**src/rtl/lrr_pkg.sv**
```systemverilog
// Shared types, codes and defaults for the lossy report ring.
package lrr_pkg;

	localparam int RING_DEPTH_DEF       = 16;
	localparam int MAX_REPORT_BYTES_DEF = 64;
	localparam int PARKED_READS_DEF     = 4;
	localparam int CMDQ_DEPTH           = 2;

	localparam int LEN_W  = 7;
	localparam int BYTE_W = 8;
	localparam int ST_W   = 3;
	localparam int OP_W   = 2;

	localparam logic [OP_W-1:0] OP_POST  = 2'd0;
	localparam logic [OP_W-1:0] OP_READ  = 2'd1;
	localparam logic [OP_W-1:0] OP_PEEK  = 2'd2;
	localparam logic [OP_W-1:0] OP_DRAIN = 2'd3;

	localparam logic [ST_W-1:0] ST_OK          = 3'd0;
	localparam logic [ST_W-1:0] ST_PENDING     = 3'd1;
	localparam logic [ST_W-1:0] ST_TOO_SMALL   = 3'd2;
	localparam logic [ST_W-1:0] ST_NO_ENTRY    = 3'd3;
	localparam logic [ST_W-1:0] ST_INVALID_LEN = 3'd4;
	localparam logic [ST_W-1:0] ST_REMOVED     = 3'd5;
	localparam logic [ST_W-1:0] ST_QUEUE_FULL  = 3'd6;

	typedef enum logic [2:0] {
		KIND_STAGE,
		KIND_POST_END,
		KIND_READ,
		KIND_PEEK,
		KIND_DRAIN
	} kind_t;

	typedef struct packed {
		kind_t              kind;
		logic [BYTE_W-1:0]  data;
		logic [BYTE_W-1:0]  id;
		logic [BYTE_W-1:0]  cap;
	} cmd_t;

endpackage

```
**src/rtl/lrr_front.sv**
```systemverilog
// Input stage: accept words and classify them into commands.
module lrr_front (
	input  logic                 clk,
	input  logic                 arst_n,
	input  logic                 s_axis_tvalid,
	output logic                 s_axis_tready,
	input  logic [23:0]          s_axis_tdata,  // data_byte, report_id, reader_capacity
	input  logic [1:0]           s_axis_tuser,  // operation
	input  logic                 s_axis_tlast,
	output logic                 push_valid,
	input  logic                 push_ready,
	output lrr_pkg::cmd_t        push_data
);

	logic          cmd_v_s1;
	lrr_pkg::cmd_t cmd_s1;
	lrr_pkg::cmd_t cmd_in;

	always_comb begin
		cmd_in.data = s_axis_tdata[7:0];
		cmd_in.id   = s_axis_tdata[15:8];
		cmd_in.cap  = s_axis_tdata[23:16];
		case (s_axis_tuser)
			lrr_pkg::OP_POST: begin
				cmd_in.kind = s_axis_tlast ? lrr_pkg::KIND_POST_END : lrr_pkg::KIND_STAGE;
			end
			lrr_pkg::OP_READ: begin
				cmd_in.kind = lrr_pkg::KIND_READ;
			end
			lrr_pkg::OP_PEEK: begin
				cmd_in.kind = lrr_pkg::KIND_PEEK;
			end
			default: begin
				cmd_in.kind = lrr_pkg::KIND_DRAIN;
			end
		endcase
	end

	assign s_axis_tready = !cmd_v_s1 || push_ready;
	assign push_valid    = cmd_v_s1;
	assign push_data     = cmd_s1;

	always_ff @(posedge clk or negedge arst_n) begin
		if (!arst_n) begin
			cmd_v_s1 <= 1'b0;
		end else if (s_axis_tvalid && s_axis_tready) begin
			cmd_v_s1 <= 1'b1;
		end else if (push_ready) begin
			cmd_v_s1 <= 1'b0;
		end
	end

	always_ff @(posedge clk) begin
		if (s_axis_tvalid && s_axis_tready) begin
			cmd_s1 <= cmd_in;
		end
	end

endmodule

```
**config.mk**
```make
export PLATFORM = sky130hd
export DESIGN_NAME = lrr_front
export DESIGN_NICKNAME = d
export VERILOG_FILES = /design/src/rtl/lrr_pkg.sv /design/src/rtl/lrr_front.sv
export SDC_FILE = /design/constraint.sdc
export NUM_CORES = 1
export LEC_CHECK = 0
export BUFFER_PORTS_ARGS = -buffer_cell sky130_fd_sc_hd__buf_4
export CELL_PAD_IN_SITES_DETAIL_PLACEMENT = 1
export CELL_PAD_IN_SITES_GLOBAL_PLACEMENT = 1
export CORE_ASPECT_RATIO = 1.1
export CORE_MARGIN = 1.5
export CORE_UTILIZATION = 34
export DETAILED_ROUTE_END_ITERATION = 10
export PLACE_DENSITY = 0.85
export SLEW_MARGIN = 0
export SYNTH_ARGS = -nofsm -noshare
export SYNTH_HDL_FRONTEND = slang
export SYNTH_SLANG_ARGS = --single-unit
```
**constraint.sdc**
```tcl
create_clock -name clk -period 2.45 [get_ports clk]
set_clock_uncertainty 0.1 [all_clocks]
set_input_delay 0.245 -clock clk [delete_from_list [all_inputs] [get_ports clk]]
set_output_delay 0.245 -clock clk [all_outputs]
set_load 0.02 [all_outputs]
```
-- Word-level counts from Yosys, hierarchy flattened
Index checks and enable logic that the tools add are counted.
- equality and inequality tests: 2
- reductions and logical operators: 5
- mux-type cells: 4
- operators by type and width (cell ; number):
    $pmux W3 S3 ; 1
    $mux W1 ; 3
    $eq A2 B1 Y1 const B ; 1
    $eq A2 B2 Y1 const B ; 1
    $logic_not A2 Y1 ; 1
    $reduce_bool A2 Y1 ; 1
    $logic_and A1 B1 Y1 ; 1
    $logic_not A1 Y1 ; 1
    $logic_or A1 B1 Y1 ; 1
- logic and storage cells: 16
- bits in registers: 28
- bits of input ports: 31

-- Logic depth before layout (Yosys ltp)
- word-level depth: 4
- mapped depth: 4

-- Least setup slack after synthesis
OpenSTA, ideal clock, no wires.
- kind: reg2reg
- start point: register cmd_v_s1 (netlist: push_valid)
- end point: register cmd_s1 (netlist bit push_data[0]) (enable)
- buffers on the path: 0
- arrival time: 0.923 ns
- stages on the path, launching flop included: 3
- library setup time: 0.331 ns
- slack: 1.096 ns
- cell sequence: dfrtp_1 -> nand2b_4 -> and2_4
- longest elaborated chain between the ends: 3
- ends and longest elaborated chain (item ; RTL line ; source):
    start: declaration ; lrr_front.sv:15 ; logic cmd_v_s1;
    start signal: assignment ; lrr_front.sv:45 ; cmd_v_s1 <= 1'b0;
    start signal: assignment ; lrr_front.sv:47 ; cmd_v_s1 <= 1'b1;
    start signal: assignment ; lrr_front.sv:49 ; cmd_v_s1 <= 1'b0;
    $logic_not A1 Y1 ; lrr_front.sv:39 ; assign s_axis_tready = !cmd_v_s1 || push_ready;
    $logic_or A1 B1 Y1 ; lrr_front.sv:39 ;
    named net s_axis_tready ; lrr_front.sv:6 ; output logic s_axis_tready,
    $logic_and A1 B1 Y1 ; lrr_front.sv:54 ; if (s_axis_tvalid && s_axis_tready) begin
    end signal: assignment ; lrr_front.sv:55 ; cmd_s1 <= cmd_in;
    end: declaration ; lrr_front.sv:16 ; lrr_pkg::cmd_t cmd_s1;
The timed path passes the listed nets, and every way through them passes these cells.
A chain may end at the register's enable or synchronous reset.

-- Final worst setup path
- start point: register cmd_v_s1 (netlist: push_valid)
- end point: output port s_axis_tready
- longest elaborated chain between the ends: 2
- ends and longest elaborated chain (item ; RTL line):
    $logic_not A1 Y1 ; lrr_front.sv:39
    $logic_or A1 B1 Y1 ; lrr_front.sv:39
    end: declaration ; lrr_front.sv:6
No other way between the ends.

==> out/metrics.yaml <==
grt_start_max_net_pins: 28
p_int_mw: 0.815
start_util_pct: 36.1
sw_frac_of_total_pct: 20.8
synth-xor-area-share_pct: 0
max_freq_mhz: 761
maxCapViolCount: 0
synth_compound_area_share_pct: 0.550
die_w_um: 52.3
synthesis.instances: 37
yosys_warnings: 0
htree_levels: 1
track_usage_pct: 17.5
powerDensity_nw_per_um2: 607
comb_power_share_pct: 16.0
num_rows: 19
cp-startpoint: "push_valid$_DFFE_PN0P_"
pre_cts_slack_ns: 1.16
synth_cell_type_count: 9
slew_headroom_pct: 76.4
cts_sinks: 28
r2r_start: "push_valid$_DFFE_PN0P_"
syn_nets: 70
grt.overflow.total: 0
drtIter0Drc: 8
grt_pass1_vias: 744
routed_wl_mm: 2.38
synth_top_family_by_area: "simple AND/OR/NAND/NOR gates"
syn_avg_cell_area_um2: 24.6
drv_slew: 0
crit_path_max_incr_delay_ns: 0.43
die_area_um2: 3000
vdd_drop_max_mv: 0.537
grt_pass1_wl_mm: 3.60
busiest_layer: "met2"
die_h_um: 57.3
crit_arrival_ns: 0.97
synthMuxAreaShare_pct: 0
antenna_found_initial: 0
fin_setup_tns_ns: 0
fin_crit_ns: 1.31
worst_slack_ns: 1.14
clkTransAtPathRegs_ns: 0.15
cts_root_buf: "clkbuf_4"
gr-usage-met1_pct: 17.2
dp_hpwl_mm: 1.52
nets: 159
power_frac_clock_pct: 28.9
outcome: "completed"
post_drt_wl_per_cell_um: 15.2
core_area_um2: 2520
cp_slowest_cell: "dfrtp_1"
fin_crit_sh_pct: 53.7
drive_gt1_share_pct: 52.0
power.leakage_nw: 0.729
crit_path_end_kind: "primary output"
io_pins: 60
post-cts-setup-buffers: 0
syn_to_final_growth_pct: 86.2
post_drt_via_cell_ratio: 4.20
seq_power_share_pct: 55.0
gp_congestion: 0.677
path_cells: "nand2b_4 > buf_4"
synth_fa_ha_area_share_pct: 2.75
min_from: "s_axis_tvalid"
drc_errors: 0
path_class: "reg -> out"
finalPower_mw: 1.03
holdWs_ns: 0.0187
vias: 655
synth_area_um2: 910
tightest_slew_ns: 0.353
path_max_fanout: 3
use_met3_pct: 3.14
drt-pass1-iter-count: 2
num_antenna_cells: 0
use_met2_pct: 35.0
final-hold-violation-count: 0
yosys.area_share.simple_pct: 3.99
min_path_type: "in -> reg"
ys_seq_elements: 28
setup_viol: 0
clkLatencyLatePin_ns: 0.32
cts_tree: "built"
rsz0062_at_grt: "no"
ant_nets: 0
yosysSeqAreaShare_pct: 91.9
cp-start-kind: "flop"
required_ns: 2.11
power.switching_mw: 0.214
io_buffer_count: 59
clock_path_buffers: 2
cts_buffers: 3
## synthesized netlist by cell type, drive strengths merged
library cell | count | share of area [%]
ha | 2 | 2.8
inv | 2 | 0.83
o21ai | 1 | 0.55
dfrtp | 1 | 2.8
nand3b | 1 | 0.83
nand2b | 2 | 2.2
edfxtp | 27 | 89
and2 | 1 | 0.96
## final timing paths
| path | to | slack (ns) | cells after the start |
|---|---|---|---|
| worst max-delay path | s_axis_tready | 1.14 | 2 |
| worst min-delay path | push_valid$_DFFE_PN0P_ | 0.02 | 2 |
| worst max register to register | push_data[3]$_DFFE_PP_ | 1.15 | 2 |
| worst min register to register | push_valid$_DFFE_PN0P_ | 0.47 | 2 |
| max in group asynchronous | push_valid$_DFFE_PN0P_ | 2.05 | 2 |
| min in group asynchronous | push_valid$_DFFE_PN0P_ | 0.12 | 2 |
## metrics by stage
stage,utilization (%),instance area [um^2],instances
2_1_floorplan,-,910,37
3_3_place_gp,55.2,1390,127
3_5_place_dp,55.2,1390,127
4_1_cts,67.2,1690,156
5_1_grt,67.2,1690,156
6_report,67.2,1690,156
## cells by family after synthesis
| family | after synthesis |
|---|---|
| fa+ha+maj | 2 |
| flops | 28 |
| simple gates | 4 |
| buf+inv | 2 |
| compound gates | 1 |
## worst max-delay path: cells and delay by family (launching register included)
kind	cells	cell delay (ns)
buffers and inverters	1	0.14
flip-flops	1	0.43
AND/OR/NAND/NOR	1	0.08
## what timing repair did
action / 4_1_cts / 5_1_grt
resized for setup: 0 / 0
hold endpoints to repair: 25 / 0
endpoints found under the setup margin: 0 / 0
hold buffers: 25 / 0
## metal layers
metal | vias up | wire length [um]
li1 | 316 | -
met2 | 28 | 1500
met1 | 309 | 752
met4 | 0 | 14
met5 | - | 0
met3 | 2 | 114
## final cells by class
| type | instances | area, um^2 |
|---|---|---|
| Sequential cell | 28 | 836 |
| Timing Repair Buffer | 84 | 693 |
| Multi-Input combinational cell | 7 | 66.3 |
| Fill cell | 260 | 826 |
| Inverter | 2 | 7.51 |
| Clock buffer | 3 | 22.5 |
| Clock inverter | 1 | 30.0 |
| Tap cell | 31 | 38.8 |
## flip-flops by register name, indices dropped and copies added, names as in the netlist
name and cells:
push_data 27, push_valid 1
## placed cells by master (no fill, tap or decap)
cell / count
nand2b_4: 1
edfxtp_1: 27
clkbuf_4: 3
o21ai_0: 1
bufinv_16: 1
ha_1: 2
inv_1: 2
nand3b_1: 1
dfrtp_1: 1
dlygate4sd3_1: 25
buf_4: 59
and2_4: 1
nand2b_1: 1
## power by group through the flow
stage	logic, mW	clock network (mW)	registers (mW)
2_1_floorplan	0.0169	0	0.609
3_3_place_gp	0.128	0	0.575
3_5_place_dp	0.134	0	0.577
4_1_cts	0.166	0.300	0.566
5_1_grt	0.176	0.326	0.568
6_report	0.165	0.298	0.566
(Power assumes the default switching activity.)
