## src/rtl/lrr_pkg.sv

```systemverilog
// Shared types, codes and defaults for the lossy report ring.
package lrr_pkg;

	localparam int RING_DEPTH_DEF       = 16;
	localparam int MAX_REPORT_BYTES_DEF = 64;
	localparam int PARKED_READS_DEF     = 4;
	localparam int CMDQ_DEPTH           = 2;

	localparam int LEN_W  = 7;
	localparam int BYTE_W = 8;
	localparam int ST_W   = 3;
	localparam int OP_W   = 2;

	localparam logic [OP_W-1:0] OP_POST  = 2'd0;
	localparam logic [OP_W-1:0] OP_READ  = 2'd1;
	localparam logic [OP_W-1:0] OP_PEEK  = 2'd2;
	localparam logic [OP_W-1:0] OP_DRAIN = 2'd3;

	localparam logic [ST_W-1:0] ST_OK          = 3'd0;
	localparam logic [ST_W-1:0] ST_PENDING     = 3'd1;
	localparam logic [ST_W-1:0] ST_TOO_SMALL   = 3'd2;
	localparam logic [ST_W-1:0] ST_NO_ENTRY    = 3'd3;
	localparam logic [ST_W-1:0] ST_INVALID_LEN = 3'd4;
	localparam logic [ST_W-1:0] ST_REMOVED     = 3'd5;
	localparam logic [ST_W-1:0] ST_QUEUE_FULL  = 3'd6;

	typedef enum logic [2:0] {
		KIND_STAGE,
		KIND_POST_END,
		KIND_READ,
		KIND_PEEK,
		KIND_DRAIN
	} kind_t;

	typedef struct packed {
		kind_t              kind;
		logic [BYTE_W-1:0]  data;
		logic [BYTE_W-1:0]  id;
		logic [BYTE_W-1:0]  cap;
	} cmd_t;

endpackage

```

## src/rtl/lrr_cmdq.sv

```systemverilog
// Short command queue between front and back.
module lrr_cmdq (
	input  logic          clk,
	input  logic          arst_n,
	input  logic          push_valid,
	output logic          push_ready,
	input  lrr_pkg::cmd_t push_data,
	output logic          pop_valid,
	input  logic          pop,
	output lrr_pkg::cmd_t pop_data
);

	localparam int IW = (lrr_pkg::CMDQ_DEPTH > 1) ? $clog2(lrr_pkg::CMDQ_DEPTH) : 1;
	localparam int CW = $clog2(lrr_pkg::CMDQ_DEPTH + 1);
	localparam logic [IW-1:0] LAST_IDX = IW'(lrr_pkg::CMDQ_DEPTH - 1);
	localparam logic [CW-1:0] FULL_CNT = CW'(lrr_pkg::CMDQ_DEPTH);

	lrr_pkg::cmd_t slots_q [lrr_pkg::CMDQ_DEPTH];
	logic [IW-1:0] wr_q;
	logic [IW-1:0] rd_q;
	logic [CW-1:0] cnt_q;
	logic          do_push;
	logic          do_pop;

	assign push_ready = (cnt_q != FULL_CNT);
	assign pop_valid  = (cnt_q != '0);
	assign pop_data   = slots_q[rd_q];
	assign do_push    = push_valid && push_ready;
	assign do_pop     = pop && pop_valid;

	always_ff @(posedge clk or negedge arst_n) begin
		if (!arst_n) begin
			wr_q  <= '0;
			rd_q  <= '0;
			cnt_q <= '0;
		end else begin
			if (do_push) begin
				wr_q <= (wr_q == LAST_IDX) ? '0 : wr_q + 1'b1;
			end
			if (do_pop) begin
				rd_q <= (rd_q == LAST_IDX) ? '0 : rd_q + 1'b1;
			end
			if (do_push && !do_pop) begin
				cnt_q <= cnt_q + 1'b1;
			end else if (do_pop && !do_push) begin
				cnt_q <= cnt_q - 1'b1;
			end
		end
	end

	always_ff @(posedge clk) begin
		if (do_push) begin
			slots_q[wr_q] <= push_data;
		end
	end

endmodule

```

## config.mk

```make
export PLATFORM = sky130hd
export DESIGN_NAME = lrr_cmdq
export DESIGN_NICKNAME = d
export VERILOG_FILES = /design/src/rtl/lrr_pkg.sv /design/src/rtl/lrr_cmdq.sv
export SDC_FILE = /design/constraint.sdc
export NUM_CORES = 1
export LEC_CHECK = 0
export ABC_CLOCK_PERIOD_IN_PS = 3800
export BUFFER_PORTS_ARGS = -buffer_cell sky130_fd_sc_hd__buf_2
export CAP_MARGIN = 20
export CORE_UTILIZATION = 55
export DETAILED_ROUTE_END_ITERATION = 12
export PLACE_DENSITY = 0.83
export RECOVER_POWER = 25
export SLEW_MARGIN = 40
export SYNTH_ARGS = -nofsm -noshare
export SYNTH_HDL_FRONTEND = slang
export SYNTH_SLANG_ARGS = --single-unit
```

## constraint.sdc

```tcl
create_clock -name clk -period 3.8 [get_ports clk]
set_clock_uncertainty 0.1 [all_clocks]
set_input_delay 1.14 -clock clk [delete_from_list [all_inputs] [get_ports clk]]
set_output_delay 1.14 -clock clk [all_outputs]
set_load 0.05 [all_outputs]
```

# --- Word-level counts from Yosys, hierarchy flattened ---
# Memories as Yosys holds them, arrays and structs flattened.
# Cells that the tools add are included.
classes:
  add_sub_neg: 4
  n_reduce_logical: 8
  n_mux: 6
  n_eq_ne: 1
ops:
  columns: ["op", "n"]
  rows:
  - ["$logic_and 1x1->1", 4]
  - ["$mux 1", 4]
  - ["$mux 2", 2]
  - ["$reduce_bool 2->1", 2]
  - ["$add 1x1->1 const B", 2]
  - ["$add 2x1->2 const B", 1]
  - ["$logic_not 1->1", 2]
  - ["$ne 2x2->1 const B", 1]
  - ["$sub 2x1->2 const B", 1]
word_totals:
  mem_bits_rw: 54
  ff_bits: 4
  output_inout_bits: 29
  wordCells: 23
  n_memories: 1
mem_list:
  columns: ["memory", "depth", "word_bits", "read_ports", "rd_ports_with_merged_regs", "wr", "line_no", "source"]
  rows:
  - ["slots_q", 2, 27, 1, 0, 1, "lrr_cmdq.sv:18", "lrr_pkg::cmd_t slots_q [lrr_pkg::CMDQ_DEPTH];"]

# --- Logic depth before layout (Yosys ltp) ---
# Gate-level depths: netlist of run 1.
logic_depth:
  depth_word: 6
  depth_mapped: 7
  mapped_depth_nobuf: 7

# --- Worst setup path before layout of run 1 ---
# No wires, ideal clock.
synth_path:
  path_kind: "input -> register"
  start: "input port push_valid"
  end: "memory slots_q[0][0] (netlist name) (enable)"
  required_time_ps: 3289
  setup_slack_ps: 887
  arrival_ps: 2402
  path_stages: 2
  n_path_buf: 0
  setup_ps: 411
  cell_sequence: "nand2_1 -> nor2_1"
synth_between:
  elab_chain_len: 3
synth_rtl:
  columns: ["element", "line_no", "source"]
  rows:
  - ["start: declaration", "lrr_cmdq.sv:5", "input logic push_valid,"]
  - ["$logic_and 1x1->1", "lrr_cmdq.sv:28", "assign do_push = push_valid && push_ready;"]
  - ["$mux 1", "lrr_cmdq.sv:52", "if (do_push) begin"]
  - ["$mux 1 (not written as such)", "lrr_cmdq.sv:53", "slots_q[wr_q] <= push_data;"]
  - ["end: declaration", "lrr_cmdq.sv:18", null]
# Every way passes these cells.

==> qor.yml, run 1 <==
r2r-start: "cnt_q[0]$_DFFE_PN0P_"
seq_area_frac_synth_pct: 76.8
cp.required_ns: 2.56
cts-root-buf: "clkbuf_8"
post_cts_buffers: 0
hold_end: "cnt_q[0]$_DFFE_PN0P_"
cap_viol_max_count: 0
synth_cells: 102
wl_per_cell_um: 15.1
hp-start: "cnt_q[0]$_DFFE_PN0P_"
mostFrequentLayoutCells: "55 x buf_2, 54 x edfxtp_1, 19 x mux2_4, 10 x clkbuf_8"
fmax_mhz: 313
drt_iter0_drc: 28
io_buffer_count: 59
start_kind: "register"
p_leak_nw: 1.10
maxSlewHeadroom_pct: 54.4
rsz0062_at_grt: "no"
final_cell_area_mm2: 0.00273
ys_warn_count: 0
grt_pass1_wl_mm: 5.33
cts.sinks: 58
critPathMaxStageDelay_ns: 0.63
final_common_cell: "buf_2"
worst_ep_arrival_time_ns: 1.96
drive_above_1_share_pct: 54.2
ys_ff_latch: 58
min_path_cells: 1
ctsResizeCount: 0
p_per_area_mw_per_mm2: 918
grt_pass1_vias: 1103
syn2layout_area_growth_pct: 21.6
min_period_ns: 3.20
place.gp.congestion: 0.635
drc: 0
cpMaxStageDelayCell: "dfrtp_1"
cts.clk_slew.worst_paths_ns: 0.06
antenna_cells: 0
die_w_um: 65.9
antenna_found_initial: 0
dpl_cell_area_mm2: 0.00257
fin_nets: 204
syn_nets: 134
rr_worst_depth: 4
num_rows: 22
timing.hold.ws_ns: 0.436
cts_made_buffers: 9
endpoint_kind: "output port"
setup_tns_ns: 0
period_share_pct: 84.1
finalNonFillerCells: 225
cts_max_level: 3
regToRegEndpoint: "slots_q[0][26]$_DFFE_PP_"
clock_latency_ns: 0.31
coreArea_mm2: 0.00377
detail_route.first_pass.iterations: 2
r2r_slack_ns: 1.77
vdd_drop_max_mv: 0.622
setup_viol: 0
clock_path_buffers: 2
syn_area_per_cell_um2: 22.0
synth.distinct_cells: 15
dp_hpwl_mm: 2.36
path_max_fanout: 20
dieArea_mm2: 0.00434
timing.critical_path.cells: "buf_4, mux2_2, buf_2"
postRouteAntennaNets: 0
criticalPathCategory: "reg -> out"
num_vias: 1120
initial_core_util_pct: 59.5
track_usage_pct: 18.1
status: "complete, no violations"
routed_via_density: 4.98
hold_viol_final: 0
cts_tree: "built"
dieHeight_um: 65.9
worstMarginPinSlew_ns: 0.683
netlist_area_mm2: 0.00224
slew_violations: 0
hold_class: "reg -> reg"
overflow: 0
worstSetupStartpoint: "rd_q$_DFFE_PN0P_"
place_inst: 209
grt_start_max_net_pins: 28
wirelength_mm: 3.40
cts-hold-fix-buffers: 0
pin_count: 60
-- critical path, delay by kind of cell, from the launching register on --
| kind | cells | cell delay [ns] |
|---|---|---|
| DFF | 1 | 0.63 |
| buffers and inverters | 2 | 0.61 |
| muxes | 1 | 0.39 |
-- routing by layer --
metal  vias up  GRT usage (%)  share of wire, %
li1        533              -                 -
met1       529           20.0                39
met2        48           29.2                51
met3        10           6.38               7.2
met4         0           12.0               2.2
met5         -              0                 0
-- power by group --
group | internal, W | switching [W] | leakage (nW)
registers | 0.000879 | 0.0000722 | 0.548
clock network | 0.000251 | 0.000204 | 0.0798
logic | 0.000349 | 0.000748 | 0.472
total | 0.00148 | 0.00102 | 1.10
-- how the worst max path moves through the flow --
stage	endpoint	slack (ns)
floorplan	slots_q[0][0]$_DFFE_PP_	0.89
global placement	pop_data[7]	0.97
detailed placement	pop_data[12]	0.93
CTS	pop_data[12]	0.57
global route	pop_data[12]	0.51
finish	pop_data[12]	0.60
-- sequential cells by signal, indices dropped and copies added, names as in the netlist --
name,cells
rd_q,1
cnt_q,2
slots_q,54
wr_q,1
-- cell type report --
type,count,area (µm²)
clock buffer,14,153
clock inverter,2,7.51
fill,265,1040
inverter,1,3.75
multi-input combinational,40,468
sequential,58,1720
tap,48,60.1
timing repair buffer,62,313
-- synth_stat cells --
master / number / area (µm²)
xor2_1: 2 / 17.5
mux2_2: 8 / 90.1
nand2b_1: 1 / 6.26
xnor2_1: 3 / 26.3
or2_1: 1 / 6.26
and3_1: 1 / 6.26
edfxtp_1: 54 / 1620
nand2_1: 2 / 7.51
mux2_4: 19 / 285
buf_12: 2 / 40.0
inv_1: 1 / 3.75
nor2_1: 2 / 7.51
dfrtp_1: 4 / 100
buf_6: 1 / 11.3
ha_1: 1 / 12.5
-- cells by family after synthesis --
| logic type | share of synthesized area (%) |
|---|---|
| simple gates | 1.51 |
| flops | 76.8 |
| mux | 16.7 |
| xor+xnor | 1.95 |
| fa+ha+maj | 0.558 |
| buf+inv | 2.46 |
-- metrics by stage --
| stage | utilization, % | power, W | worst slack, ns |
|---|---|---|---|
| 3_3_place_gp | 68.2 | 0.00204 | 0.973 |
| 3_5_place_dp | 68.2 | 0.00207 | 0.926 |
| 2_1_floorplan | - | 0.00190 | 0.887 |
| 4_1_cts | 72.4 | 0.00253 | 0.567 |
| 6_report | 72.3 | 0.00250 | 0.604 |
| 5_1_grt | 72.3 | 0.00261 | 0.513 |
(Power assumes the default switching activity.)
==> run 2, diff against run 1 <==
--- a/config.mk
+++ b/config.mk
@@ -5,12 +5,12 @@
 export SDC_FILE = /design/constraint.sdc
 export NUM_CORES = 1
 export LEC_CHECK = 0
-export ABC_CLOCK_PERIOD_IN_PS = 3800
+export ABC_CLOCK_PERIOD_IN_PS = 3000
 export BUFFER_PORTS_ARGS = -buffer_cell sky130_fd_sc_hd__buf_2
 export CAP_MARGIN = 20
-export CORE_UTILIZATION = 55
+export CORE_UTILIZATION = 51
 export DETAILED_ROUTE_END_ITERATION = 12
-export PLACE_DENSITY = 0.83
+export PLACE_DENSITY = 0.78
 export RECOVER_POWER = 25
 export SLEW_MARGIN = 40
 export SYNTH_ARGS = -nofsm -noshare
==> constraint.sdc (replaced) <==
create_clock -name clk -period 3 [get_ports clk]
set_clock_uncertainty 0.1 [all_clocks]
set_input_delay 0.9 -clock clk [delete_from_list [all_inputs] [get_ports clk]]
set_output_delay 0.9 -clock clk [all_outputs]
set_load 0.05 [all_outputs]
==> run 2 against run 1 <==
Net effect:
- sequential share of layout area down 0.91 points
- die area up 7.6%
- routed wire length down 1.3%
- total power up 28%
- global-route usage down 1.3 points
- sequential cell count unchanged
- clock-buffer cell count down 3
==> qor.yml, run 2 (synthesis results as in run 1) <==
p_per_area_mw_per_mm2: 1160
initial_core_util_pct: 54.5
fin_nets: 206
antenna_cells: 0
coreArea_mm2: 0.00412
cpMaxStageDelayCell: "mux2_2"
io_buffer_count: 59
post-route-util_pct: 67.2
top_regs: "slots_q: 54 flops, cnt_q: 2 flops"
track_usage_pct: 16.7
largest_reg_flops: 54
detail_route.first_pass.iterations: 4
setup_viol: 0
num_vias: 1122
grt_pass1_wl_mm: 5.18
cts_max_level: 3
dieArea_mm2: 0.00467
p_leak_nw: 1.12
antenna_found_initial: 0
min_period_ns: 2.60
finalNonFillerCells: 229
place.gp.congestion: 0.650
critical_path_buf_inv_count: 2
maxSlewHeadroom_pct: 68.2
timing.hold.ws_ns: 0.309
dp_hpwl_mm: 2.35
hold_class: "in -> async"
routed_via_density: 4.90
p_clk_share_pct: 18.4
timing.critical_path.cells: "buf_4, mux2_2, buf_2"
cellInternalPower_w: 0.00190
num_rows: 23
cts-hold-fix-buffers: 0
mostFrequentLayoutCells: "54 x buf_2, 54 x edfxtp_1, 19 x mux2_4, 10 x clkbuf_8, 8 x mux2_2"
status: "complete, no violations"
fill_cells: 290
dieHeight_um: 68.3
p_comb_share_pct: 44.9
worst_ep_arrival_time_ns: 1.60
drive_above_1_share_pct: 57.0
critPathMaxStageDelay_ns: 0.38
post_cts_buffers: 0
p_seq_share_pct: 36.7
drt_iter0_drc: 62
cts.clk_slew.worst_paths_ns: 0.06
pin_count: 60
endpoint_kind: "output port"
setup_tns_ns: 0
cts.sinks: 58
grt_pass1_vias: 1166
clock_path_buffers: 2
grt_start_max_net_pins: 20
path_max_fanout: 19
place_inst: 213
wirelength_mm: 3.36
rsz0062_at_grt: "no"
period_share_pct: 86.5
criticalPathCategory: "reg -> out"
vdd_drop_max_mv: 0.654
top_register: "slots_q"
cts-root-buf: "clkbuf_8"
ctsResizeCount: 0
multi_input_area_um2: 468
die_w_um: 68.3
clock_latency_ns: 0.32
regToRegEndpoint: "slots_q[1][25]$_DFFE_PP_"
slew_violations: 0
fmax_mhz: 385
wl_per_cell_um: 14.7
critPathTopFamily: "buffers and inverters"
final-seq-area_mm2: 0.00172
cap_viol_max_count: 0
start_kind: "register"
overflow: 0
drc: 0
switching_share_pct: 40.9
p_sw_w: 0.00131
worstMarginPinSlew_ns: 0.478
r2r_slack_ns: 1.32
hold_viol_final: 0
rr_worst_depth: 3
postRouteAntennaNets: 0
cts_tree: "built"
r2r-start: "cnt_q[0]$_DFFE_PN0P_"
finalPower_w: 0.00321
cp.required_ns: 2.00
cts_made_buffers: 9
syn2layout_area_growth_pct: 23.4
[run 2: cell count changes in the layout (fill, tap and decap cells not counted), sizes merged]
| cell | change |
|---|---|
| clkinvlp | +2 |
| clkinv | +1 |
| buf | +1 |
| clkbuf | -2 |
[run 2: how the worst max path moves through the flow]
| stage | from | endpoint | cells after the start |
|---|---|---|---|
| floorplan | cnt_q[0]$_DFFE_PN0P_ | slots_q[0][0]$_DFFE_PP_ | 3 |
| global placement | rd_q$_DFFE_PN0P_ | pop_data[12] | 3 |
| detailed placement | rd_q$_DFFE_PN0P_ | pop_data[11] | 3 |
| CTS | rd_q$_DFFE_PN0P_ | pop_data[11] | 3 |
| global route | rd_q$_DFFE_PN0P_ | pop_data[6] | 3 |
| finish | rd_q$_DFFE_PN0P_ | pop_data[11] | 3 |
[run 2: area by class of cell]
| type | count | share of cell area, % |
|---|---|---|
| multi-input combinational | 40 | 16.9 |
| clock buffer | 11 | 5.11 |
| clock inverter | 5 | 1.09 |
| tap | 50 | 2.26 |
| inverter | 1 | 0.136 |
| timing repair buffer | 64 | 12.3 |
| sequential | 58 | 62.2 |
[run 2: power groups by stage]
stage	sequential (W)	combinational [W]	clock (W)
after floorplan	0.00118	0.00123	0
after global placement	0.00118	0.00143	0
after detailed placement	0.00119	0.00146	0
after CTS	0.00118	0.00146	0.000609
after global routing	0.00119	0.00153	0.000642
final	0.00118	0.00144	0.000592
[run 2: per-layer routing]
layer	GRT usage, %	routed length [µm]
met5	0	0
met4	10.2	42
met3	6.50	256
met2	28.6	1760
met1	17.1	1300
[run 2: through the flow]
| stage | setup WS, ns | cell area, µm² |
|---|---|---|
| 4_1_cts | 0.377 | 2770 |
| 2_1_floorplan | 0.271 | 2240 |
| 5_1_grt | 0.342 | 2770 |
| 6_report | 0.404 | 2770 |
| 3_3_place_gp | 0.796 | 2600 |
| 3_5_place_dp | 0.742 | 2600 |
==> run 3, diff against run 2 <==
--- a/config.mk
+++ b/config.mk
@@ -8,9 +8,10 @@
 export ABC_CLOCK_PERIOD_IN_PS = 3000
 export BUFFER_PORTS_ARGS = -buffer_cell sky130_fd_sc_hd__buf_2
 export CAP_MARGIN = 20
-export CORE_UTILIZATION = 51
+export CORE_UTILIZATION = 54
+export CTS_BUF_LIST = sky130_fd_sc_hd__clkbuf_4 sky130_fd_sc_hd__clkbuf_8
 export DETAILED_ROUTE_END_ITERATION = 12
-export PLACE_DENSITY = 0.78
+export PLACE_DENSITY = 0.82
 export RECOVER_POWER = 25
 export SLEW_MARGIN = 40
 export SYNTH_ARGS = -nofsm -noshare
==> run 3 against run 2 <==
Net effect:
- the flow now finishes with violations (DRC)
- core utilization increased by 2.2 points
- design area increased by 0.36%
- sequential cell count unchanged
- setup slack got worse by 0.11 ns
- final cell count decreased by 0.44%
- global-route usage increased by 1.5 points
- sequential share of layout area decreased by 0.22 points
- via count unchanged
- register-to-register slack improved by 0.06 ns
- worst hold slack got worse by 0.00088 ns
- critical endpoint is now pop_data[17]
- largest power group unchanged
==> qor.yml, run 3 (synthesis results as in run 1) <==
mostFrequentLayoutCells: "54 x edfxtp_1, 53 x buf_2, 19 x mux2_4, 9 x clkbuf_8, 8 x mux2_2"
p_leak_nw: 1.13
coreArea_mm2: 0.00400
maxSlewHeadroom_pct: 74.4
r2r_slack_ns: 1.38
wl_per_cell_um: 15.6
largest_reg_flops: 54
grt_pass1_vias: 1135
crit_cells: 3
cts-hold-fix-buffers: 0
top_register: "slots_q"
syn2layout_area_growth_pct: 23.8
cts_made_buffers: 9
setup_viol: 0
endpoint_kind: "output port"
min_period_ns: 2.71
slew_violations: 0
timing.critical_path.cells: "buf_12, mux2_2, buf_2"
timing.hold.ws_ns: 0.308
cap_viol_max_count: 0
die_w_um: 66.4
status: "finished with violations"
top_regs: "slots_q: 54 flops, cnt_q: 2 flops"
cts.sinks: 58
clock_path_buffers: 2
cpMaxStageDelayCell: "dfrtp_1"
ctsResizeCount: 0
grt_start_max_net_pins: 22
cts_max_level: 3
grt_pass1_wl_mm: 5.38
cp.required_ns: 2.00
final_common_cell: "edfxtp_1"
cts-root-buf: "clkbuf_8"
dp_hpwl_mm: 2.44
io_buffer_count: 59
post-route-util_pct: 69.4
place.gp.congestion: 0.652
num_rows: 23
antenna_cells: 0
fin_nets: 206
worst_ep_arrival_time_ns: 1.71
overflow: 0
drc: 2
post_cts_buffers: 0
drt_iter0_drc: 41
track_usage_pct: 18.2
cts.clk_slew.worst_paths_ns: 0.06
vdd_drop_max_mv: 0.782
hold_class: "in -> async"
num_vias: 1122
critPathMaxStageDelay_ns: 0.57
cts_tree: "built"
criticalPathCategory: "reg -> out"
p_per_area_mw_per_mm2: 1180
rsz0062_at_grt: "no"
rr_worst_depth: 6
wirelength_mm: 3.55
hold_viol_final: 0
finalPower_w: 0.00329
violations: "DRC"
critical_path_buf_inv_count: 2
clock_latency_ns: 0.32
worstMarginPinSlew_ns: 0.384
regToRegEndpoint: "cnt_q[1]$_DFFE_PN0P_"
pin_count: 60
antenna_found_initial: 0
path_max_fanout: 21
r2r-start: "cnt_q[0]$_DFFE_PN0P_"
setup_tns_ns: 0
dieHeight_um: 66.4
fmax_mhz: 369
postRouteAntennaNets: 0
critPathTopFamily: "flip-flops"
detail_route.first_pass.iterations: 8
start_kind: "register"
drive_above_1_share_pct: 56.2
period_share_pct: 90.4
routed_via_density: 4.92
initial_core_util_pct: 56.1
dieArea_mm2: 0.00441
run 3: changes by cell type in the layout (fill, tap and decap cells not counted), sizes merged:
| cell | before | now |
|---|---|---|
| buf | 59 | 58 |
| bufinv | 0 | 1 |
| clkbuf | 16 | 17 |
| clkinvlp | 2 | 0 |
run 3: power by group:
part	internal, W	leakage (nW)	switching, W	total (W)
Clock	0.000391	0.0974	0.000269	0.000660
Combinational	0.000470	0.482	0.000962	0.00143
Sequential	0.00111	0.548	0.0000849	0.00120
run 3: through the flow:
step,worst slack [ns],cell area [µm²],instances
after floorplan,0.271,2240,102
after global placement,0.666,2600,213
after detailed placement,0.637,2600,213
after CTS,0.264,2780,228
after global routing,0.208,2780,228
final,0.289,2780,228
run 3: final cells by class:
class / count / area [µm²]
multi-input combinational: 40 / 468
tap: 50 / 62.6
timing repair buffer: 64 / 338
clock buffer: 11 / 139
clock inverter: 4 / 43.8
inverter: 1 / 3.75
sequential: 58 / 1720
fill: 268 / 1220
run 3: how the worst max path moves through the flow:
stage / from / endpoint / slack [ns]
after CTS: rd_q$_DFFE_PN0P_ / pop_data[17] / 0.26
final: rd_q$_DFFE_PN0P_ / pop_data[17] / 0.29
after floorplan: cnt_q[0]$_DFFE_PN0P_ / slots_q[0][0]$_DFFE_PP_ / 0.27
after detailed placement: rd_q$_DFFE_PN0P_ / pop_data[17] / 0.64
after global routing: rd_q$_DFFE_PN0P_ / pop_data[17] / 0.21
after global placement: rd_q$_DFFE_PN0P_ / pop_data[17] / 0.67
run 3: metal layers:
| metal | part of all wire [%] | track usage, % | up-vias |
|---|---|---|---|
| li1 | - | - | 537 |
| met1 | 41 | 21.2 | 531 |
| met2 | 52 | 29.8 | 46 |
| met3 | 5.3 | 5.69 | 8 |
| met4 | 1.6 | 10.4 | 0 |
| met5 | 0 | 0 | - |
